### src/design/mad_pkg.sv
`timescale 1ns / 1ps
// ---------------------------------------------------------------------------
// mad_pkg
// Shared widths, register map and defaults of the moving average filter
// with output deadband.
// ---------------------------------------------------------------------------
package mad_pkg;

	// sample and average width
	localparam int SAMPLE_W = 12;

	// default averaging window
	localparam int WINDOW_DEF = 10;

	// configuration port
	localparam int PDATA_W = 32;
	localparam int PADDR_W = 3;
	localparam int REG_IDX_W = PADDR_W - 2;

	typedef logic [SAMPLE_W-1:0]  sample_t;
	typedef logic [REG_IDX_W-1:0] reg_idx_t;

	// register indexes
	localparam reg_idx_t REG_THRESHOLD = reg_idx_t'(0);

	// reset value of the change threshold
	localparam sample_t THRESH_RESET = sample_t'(50);

endpackage

### src/design/mad_cell.sv
`timescale 1ns / 1ps
// ---------------------------------------------------------------------------
// mad_cell
// One tap of the sample window: holds one sample and hands it on to the
// next cell whenever a new sample beat enters the window.
// ---------------------------------------------------------------------------
module mad_cell (
	input  logic             clk,
	input  logic             arst_n,
	input  logic             shift,
	input  mad_pkg::sample_t d,
	output mad_pkg::sample_t q
);
	import mad_pkg::*;

	sample_t tap_q;

	// take the neighbor's sample on each shift
	always_ff @(posedge clk or negedge arst_n) begin
		if (!arst_n) begin
			tap_q <= '0;
		end else if (shift) begin
			tap_q <= d;
		end
	end

	assign q = tap_q;

endmodule

### src/design/mad_window.sv
`timescale 1ns / 1ps
// ---------------------------------------------------------------------------
// mad_window
// Chain of sample cells holding the last WINDOW samples, plus the running
// sum: the new sample is added and the one falling off the chain subtracted.
// ---------------------------------------------------------------------------
module mad_window #(
	parameter int WINDOW = mad_pkg::WINDOW_DEF,
	parameter int SUM_W  = mad_pkg::SAMPLE_W + $clog2(mad_pkg::WINDOW_DEF)
) (
	input  logic             clk,
	input  logic             arst_n,
	input  logic             adv,
	input  logic             in_valid,
	input  mad_pkg::sample_t in_sample,
	output logic             valid_s1,
	output logic [SUM_W-1:0] sum
);
	import mad_pkg::*;

	sample_t          tap [WINDOW];
	logic             shift;
	logic [SUM_W-1:0] sum_q;
	logic             valid_q;

	assign shift = adv && in_valid;

	// build the row of cells, newest sample enters cell zero
	for (genvar i = 0; i < WINDOW; i++) begin : g_cell
		sample_t d;
		if (i == 0) begin : g_head
			assign d = in_sample;
		end else begin : g_link
			assign d = tap[i-1];
		end
		mad_cell u_cell (
			.clk   (clk),
			.arst_n(arst_n),
			.shift (shift),
			.d     (d),
			.q     (tap[i])
		);
	end

	// update the running sum and the stage valid
	always_ff @(posedge clk or negedge arst_n) begin
		if (!arst_n) begin
			sum_q   <= '0;
			valid_q <= 1'b0;
		end else if (adv) begin
			valid_q <= in_valid;
			if (in_valid) begin
				sum_q <= sum_q - SUM_W'(tap[WINDOW-1]) + SUM_W'(in_sample);
			end
		end
	end

	assign valid_s1 = valid_q;
	assign sum      = sum_q;

endmodule

### src/design/mad_recip_div.sv
`timescale 1ns / 1ps
// ---------------------------------------------------------------------------
// mad_recip_div
// Divide the window sum by WINDOW with a registered multiply by a rounded-up
// reciprocal; the shift is wide enough that the quotient is exact.
// ---------------------------------------------------------------------------
module mad_recip_div #(
	parameter int WINDOW = mad_pkg::WINDOW_DEF,
	parameter int SUM_W  = mad_pkg::SAMPLE_W + $clog2(mad_pkg::WINDOW_DEF)
) (
	input  logic             clk,
	input  logic             arst_n,
	input  logic             adv,
	input  logic             valid_s1,
	input  logic [SUM_W-1:0] sum,
	output logic             valid_s2,
	output mad_pkg::sample_t quot
);
	import mad_pkg::*;

	localparam int SHIFT   = SUM_W + $clog2(WINDOW);
	localparam int RECIP_W = SUM_W + 1;
	localparam int PROD_W  = SUM_W + RECIP_W;
	localparam longint unsigned RECIP_L = ((64'd1 << SHIFT) + WINDOW - 1) / WINDOW;
	localparam logic [RECIP_W-1:0] RECIP = RECIP_W'(RECIP_L);

	logic [PROD_W-1:0] prod_s2;
	logic              valid_q;

	// register the valid of the product stage
	always_ff @(posedge clk or negedge arst_n) begin
		if (!arst_n) begin
			valid_q <= 1'b0;
		end else if (adv) begin
			valid_q <= valid_s1;
		end
	end

	// multiply by the reciprocal
	always_ff @(posedge clk) begin
		if (adv) begin
			prod_s2 <= PROD_W'(sum) * PROD_W'(RECIP);
		end
	end

	assign valid_s2 = valid_q;
	assign quot     = prod_s2[SHIFT +: SAMPLE_W];

endmodule

### src/design/moving_average_deadband.sv
`timescale 1ns / 1ps
// ---------------------------------------------------------------------------
// moving_average_deadband
// Moving average of converter samples over a window, reported only when
// it moves by more than a programmable threshold.
// ---------------------------------------------------------------------------
// Usage:
//   Sample channel: sample_valid / sample_stall / sample. A beat is taken
//   at each edge with sample_valid high and sample_stall low.
//   Average channel: average_valid / average_stall / average. A beat
//   carries a new window average; samples whose average stays within
//   change_threshold of the last reported one give no beat.
//   Path: a sample beat passes the window update, the reciprocal
//   multiply and the deadband compare and output register, each one
//   registered. Throughput: one sample per cycle while no stall freezes
//   the pipeline, set by the running sum update beside the cell chain.
//   Stall: while a held average is stalled, the whole pipeline freezes
//   and sample_stall is raised; otherwise samples flow every cycle.
//   Reset: all window cells, the sum and the last reported average clear
//   to zero and change_threshold returns to 50; samples are taken at once.
//   Config: APB register 0 (byte address 0) is change_threshold, 12 bits;
//   write it only while the block is idle.
// ---------------------------------------------------------------------------
module moving_average_deadband #(
	parameter int WINDOW = mad_pkg::WINDOW_DEF
) (
	input  logic                         clk,
	input  logic                         arst_n,
	// sample channel
	input  logic                         sample_valid,
	output logic                         sample_stall,
	input  mad_pkg::sample_t             sample,
	// average channel
	output logic                         average_valid,
	input  logic                         average_stall,
	output mad_pkg::sample_t             average,
	// configuration port
	input  logic                         psel,
	input  logic                         penable,
	input  logic                         pwrite,
	input  logic [mad_pkg::PADDR_W-1:0]  paddr,
	input  logic [mad_pkg::PDATA_W-1:0]  pwdata,
	output logic [mad_pkg::PDATA_W-1:0]  prdata,
	output logic                         pready
);
	import mad_pkg::*;

	localparam int SUM_W = SAMPLE_W + $clog2(WINDOW);

	logic             adv;
	logic             valid_s1;
	logic [SUM_W-1:0] sum;
	logic             valid_s2;
	sample_t          avg;
	sample_t          diff;
	logic             report;
	reg_idx_t         reg_idx;
	sample_t          thresh_q;
	sample_t          last_q;
	sample_t          avg_q;
	logic             avg_valid_q;

	// advance unless a held average is stalled
	assign adv          = !(avg_valid_q && average_stall);
	assign sample_stall = !adv;

	// configuration register
	assign reg_idx = paddr[PADDR_W-1:2];
	assign pready  = 1'b1;

	always_ff @(posedge clk or negedge arst_n) begin
		if (!arst_n) begin
			thresh_q <= THRESH_RESET;
		end else if (psel && penable && pwrite && reg_idx == REG_THRESHOLD) begin
			thresh_q <= pwdata[SAMPLE_W-1:0];
		end
	end

	always_comb begin
		prdata = '0;
		if (reg_idx == REG_THRESHOLD) begin
			prdata = PDATA_W'(thresh_q);
		end
	end

	// window of cells and running sum
	mad_window #(
		.WINDOW(WINDOW),
		.SUM_W (SUM_W)
	) u_window (
		.clk      (clk),
		.arst_n   (arst_n),
		.adv      (adv),
		.in_valid (sample_valid),
		.in_sample(sample),
		.valid_s1 (valid_s1),
		.sum      (sum)
	);

	// divide by the window length
	mad_recip_div #(
		.WINDOW(WINDOW),
		.SUM_W (SUM_W)
	) u_div (
		.clk     (clk),
		.arst_n  (arst_n),
		.adv     (adv),
		.valid_s1(valid_s1),
		.sum     (sum),
		.valid_s2(valid_s2),
		.quot    (avg)
	);

	// deadband: report only a change beyond the threshold
	assign diff   = (avg >= last_q) ? (avg - last_q) : (last_q - avg);
	assign report = valid_s2 && (diff > thresh_q);

	always_ff @(posedge clk or negedge arst_n) begin
		if (!arst_n) begin
			last_q      <= '0;
			avg_valid_q <= 1'b0;
		end else if (adv) begin
			avg_valid_q <= report;
			if (report) begin
				last_q <= avg;
			end
		end
	end

	// hold the reported average for the output beat
	always_ff @(posedge clk) begin
		if (adv && report) begin
			avg_q <= avg;
		end
	end

	assign average_valid = avg_valid_q;
	assign average       = avg_q;

endmodule

### config.mk
export PLATFORM = sky130hd
export DESIGN_NAME = moving_average_deadband
export DESIGN_NICKNAME = d
export VERILOG_FILES = /design/src/design/mad_pkg.sv /design/src/design/mad_cell.sv /design/src/design/mad_window.sv /design/src/design/mad_recip_div.sv /design/src/design/moving_average_deadband.sv
export SDC_FILE = /design/constraint.sdc
export NUM_CORES = 1
export LEC_CHECK = 0
export ABC_CLOCK_PERIOD_IN_PS = 8200
export BUFFER_PORTS_ARGS = -buffer_cell sky130_fd_sc_hd__buf_2
export CAP_MARGIN = 30
export CORE_MARGIN = 2
export CORE_UTILIZATION = 25
export CTS_CLUSTER_SIZE = 12
export DETAILED_ROUTE_END_ITERATION = 7
export PLACE_DENSITY = 0.38
export SYNTH_ARGS = -nofsm -noshare
export SYNTH_HDL_FRONTEND = slang
export SYNTH_SLANG_ARGS = --single-unit
export TNS_END_PERCENT = 50
### constraint.sdc
create_clock -name clk -period 8.2 [get_ports clk]
set_input_delay 1.64 -clock clk [delete_from_list [all_inputs] [get_ports clk]]
set_output_delay 1.64 -clock clk [all_outputs]
set_load 0.05 [all_outputs]
## After elaboration in Yosys (flattened, before gate mapping)

Cells that the tools add are included.
W data, S select, Z words.

- $add $sub $neg: 4
- $mul: 1
- $lt $le $gt $ge: 2
- Muxes and demuxes: 2
- Bitwise logic cells: 2
- Reduce and logical (&&, ||, !) cells: 10

Operators with widths:

| kind | number |
|---|---|
| $mul A16 B16 Y31 const B | 1 |
| $mux W12 | 2 |
| $sub A12 B12 Y12 | 2 |
| $add A16 B12 Y16 | 1 |
| $sub A16 B12 Y16 | 1 |
| $ge A12 B12 Y1 | 1 |
| $gt A12 B12 Y1 | 1 |
| $logic_and A1 B1 Y1 | 7 |
| $reduce_and A2 Y1 | 2 |
| $not A1 Y1 | 2 |
| $logic_not A1 Y1 | 1 |

- Register bits after elaboration: 206
- Input port bits: 54
- Word-level logic and storage cells: 39

## Logic depth before layout (Yosys ltp)

- Depth in word-level cells: 5
- Depth in mapped cells: 19
- Gate-level depth less buffers: 19

## Cells and area by module

Synthesis repeated with hierarchy kept, for this count alone.

- Cell total of the unflattened synthesis: 1,244
- Area, all modules: 14,392.6 um2

Modules (own cells, without submodules):

| module | instances | cells an instance | area an instance (um2) |
|---|---|---|---|
| mad_recip_div | 1 | 496 | 4,914.7 |
| mad_cell | 10 | 25 | 484.2 |
| moving_average_deadband | 1 | 292 | 2,917.8 |
| mad_window | 1 | 206 | 1,717.9 |

## Worst setup path before layout

Ideal clock, no wire load.

- Path kind: register to register
- Start point: register u_window.sum_q[4], in the netlist u_window.sum[4]
- End point: register u_div.prod_s2[26] (data pin)
- Setup time: 260 ps
- Arrival: 5,041 ps
- Data required time: 7,940 ps
- Path slack: 2,900 ps
- Cell stages (with the launch flop): 18
- Clock period less this slack: 5,300 ps
- Path through: dfrtp_1 ha_1 inv_1 fa_1 inv_1 fa_1 fa_1 fa_1 inv_1 fa_1 inv_1 ha_1 or2_2 and2_1 a221oi_1 o211ai_1 a21boi_0 xnor2_1

- Word-level cells in the longest chain between the ends: 1

Ends and longest elaborated chain:

| element | line | source |
|---|---|---|
| from (decl) | mad_window.sv:23 | `logic [SUM_W-1:0] sum_q;` |
| from (signal assigned) | mad_window.sv:53 | `sum_q <= sum_q - SUM_W'(tap[WINDOW-1]) + SUM_W'(in_sample);` |
| $mul A16 B16 Y31 | mad_recip_div.sv:42 | `prod_s2 <= PROD_W'(sum) * PROD_W'(RECIP);` |
| to (signal assigned) | mad_recip_div.sv:42 |  |
| to (decl) | mad_recip_div.sv:27 | `logic [PROD_W-1:0] prod_s2;` |

Every way passes these cells.
A chain may end at the register's enable or synchronous reset.

## Worst setup path in the final report

- Start point: register u_window.sum_q[7], in the netlist u_window.sum[7]
- End point: register u_div.prod_s2[25] (data pin)

The elaborated chain is that of the path after synthesis.

==> impl_metrics.csv <==
group,metric,value,unit
status,status,"finished, final reports clean",
yosys,ys_warn_count,0,
die,die_area,58400,um2
route,routed_wl,32.4,mm
yosys,async_reset_ff_frac,0.872,
sta,setup_ws,2.32,ns
grt,grt_util_all_layers,0.115,
die,initial_core_util,0.252,
min_path,hold_path.class,"reg -> reg",
cts,cts_resized,0,
placed_design,io_buffers,57,
finish,nNetsFinal,1881,
cts,tritoncts.num_buffers,17,
route,post-route-drc-count,0,
die,ioPinCount,101,
die,rows,87,
placed_design,place_ws,2.26,ns
cts,cts_tree,"built",
critical_path,r2r_slack,2.32,ns
finish,n_antenna_cell,0,
critical_path,worstSetupStartpointType,"flip-flop",
finish,fin_area,15800,um2
placed_design,place_area,15200,um2
route,wl_per_cell,13.9,um
finish,regArea,4800,um2
yosys,synthCells,1521,
yosys,synth-edff-count,24,
grt,antenna_found_initial,1,
yosys,ys_seq_area_frac,0.340,
finish,final_common_cell,"nand2_1",
flow_run,cap_violations,0,
critical_path,cp-end-kind,"flip-flop",
yosys,synth_cell_types,69,
finish,drive_gt1_frac,0.0827,
sta,slew_headroom,0.368,
cts,cts_max_path_buffers,2,
placed_design,post-dp-hpwl,25.1,mm
finish,layout_common_cells,"377 x nand2_1, 263 x inv_1, 176 x ha_1",
die,die_w,242,um
sta,finalMaxSlewViolations,0,
critical_path,crit_arrival,6.22,ns
cts,clkSinkCount,187,
cts,insertion_delay,0.48,ns
die,die_y,242,um
cts,ctsHoldBuffers,0,
sta,period_share,0.717,
cts,root_buffer,"clkbuf_16",
route,dr.pass1.iters,6,
route,final_antenna_net_count,0,
sta,clock_skew,0.0139,ns
yosys,syn_area,14100,um2
cts,post-cts-setup-buffers,0,
yosys,ys_ff_latch,187,
grt,first_global_vias,9980,
sta,tightest_slew,0.947,ns
route,num_vias,9653,
sta,setup_viol,0,
sta,fmax,0.170,GHz
grt,grt_max_degree,92,
die,core,56200,um2
grt,grt_pass1_wl,53.2,mm
sta,rsz0062_at_grt,"false",
finish,syn2layout_area_growth,11.7,%
grt,grt_overflow,0,
critical_path,cp_max_fo,7,
yosys,syn_avg_cell_area,9.29,um2
route,viasPerCell,4.15,
critical_path,critical_path_class,"reg -> reg",
cts,cts.clk_slew.worst_paths,0.08,ns
sta,hold_viol,0,
sta,period_needed,5.88,ns
finish,n_fill_cell,6149,
route,drt-initial-drc-count,449,
critical_path,cp.required,8.54,ns
finish,multi_input_area,8090,um2
placed_design,place_congestion,0.799,
cts,h-tree-depth,4,
yosys,synth-main-ff-cell,"dfrtp_1",
sta,timing.setup.tns,0,ns
==> final cells by class <==
| class | count | share of cell area |
|---|---|---|
| clock buffers | 18 | 0.0278 |
| clock inverters | 14 | 0.0125 |
| inverters | 263 | 0.0625 |
| multi-input cells | 1027 | 0.512 |
| flip-flops and latches | 187 | 0.304 |
| well taps | 756 | 0.0599 |
| repair buffers | 62 | 0.0210 |
==> flip-flops by register name, indices dropped and copies added (netlist names) <==
register and cells:
average 12, average_valid 1, last_q 12, thresh_q 12, u_div.prod_s2 12, u_div.valid_s2 1, u_window.g_cell.u_cell.q 120, u_window.sum 16
u_window.valid_s1 1
==> final timing paths <==
| path | start | endpoint | cells after the start |
|---|---|---|---|
| worst max-delay path | u_window.sum[7] | u_div.prod_s2[25] | 17 |
| worst min-delay path | u_window.g_cell[1].u_cell.q[9] | u_window.g_cell[2].u_cell.q[9] | 2 |
| worst max register to register | u_window.sum[7] | u_div.prod_s2[25] | 17 |
| worst min register to register | u_window.g_cell[1].u_cell.q[9] | u_window.g_cell[2].u_cell.q[9] | 2 |
| max in group asynchronous | arst_n | u_window.g_cell[1].u_cell.q[11] | 2 |
| min in group asynchronous | arst_n | thresh_q[8] | 1 |
==> synthesized netlist by cell type, drive strengths merged (4+ instances only) <==
library cell / instances / area (um2)
o21ai: 47 / 235
o21a: 8 / 60.1
xnor2: 22 / 193
and2: 5 / 32.5
nand4: 8 / 50.1
inv: 263 / 987
xor2: 18 / 158
o211ai: 5 / 42.5
mux2i: 20 / 200
o2111ai: 6 / 52.6
fa: 93 / 1860
a21oi: 43 / 223
nand2: 378 / 1420
clkbuf: 31 / 118
nor3: 8 / 40.0
edfxtp: 24 / 721
a211oi: 10 / 75.1
a21o: 27 / 203
mux2: 15 / 169
a2111oi: 5 / 56.3
nand2b: 7 / 43.8
ha: 176 / 2200
dfrtp: 160 / 4000
nor2: 31 / 116
nor4: 5 / 31.3
nand3: 13 / 65.1
or2: 4 / 25.0
o31ai: 8 / 78.8
nor2b: 4 / 25.0
buf: 32 / 220
==> metrics by stage <==
stage	hold slack (ns)	instances	utilization
4_1_cts	0.467	2327	0.281
6_report	0.465	2327	0.281
2_1_floorplan	0.439	1540	-
3_5_place_dp	0.450	2295	0.270
5_1_grt	0.485	2327	0.281
3_3_place_gp	0.447	2295	0.270
==> layer usage <==
| metal | global-route usage | part of all wire | vias to the layer above |
|---|---|---|---|
| met3 | 0.0272 | 0.032 | 29 |
| met1 | 0.152 | 0.49 | 4645 |
| met2 | 0.190 | 0.47 | 99 |
| li1 | - | - | 4878 |
| met4 | 0.0300 | 0.012 | 2 |
| met5 | 0 | 0.00040 | - |
==> cell families (layout without fill, tap and decap cells) <==
logic type,count (synthesis),in the layout,share of synthesized area
adder cells (fa/ha/maj),269,269,0.288
XOR/XNOR,40,40,0.0248
AND/OR/NAND/NOR,481,481,0.141
buffers and inverters,326,357,0.0938
multiplexers,35,35,0.0261
AO/OA/AOI/OAI,181,181,0.0861
other,2,21,0.000531
flip-flops,187,187,0.340
==> critical path, cell delays in order (launching register included) <==
cell,delay [ns]
dfrtp_1,0.53
ha_1,0.41
inv_1,0.10
fa_1,0.48
inv_1,0.05
fa_1,0.54
fa_1,0.53
fa_1,0.54
inv_1,0.05
fa_1,0.53
inv_1,0.04
ha_1,0.36
nand4_1,0.18
nor4b_1,0.46
or3_1,0.22
o31ai_4,0.11
or4b_1,0.52
nand3_1,0.08
Power is left out: the tool's default activity adds up to more than one toggle a clock period on the data nets, which glitch-free logic cannot reach.
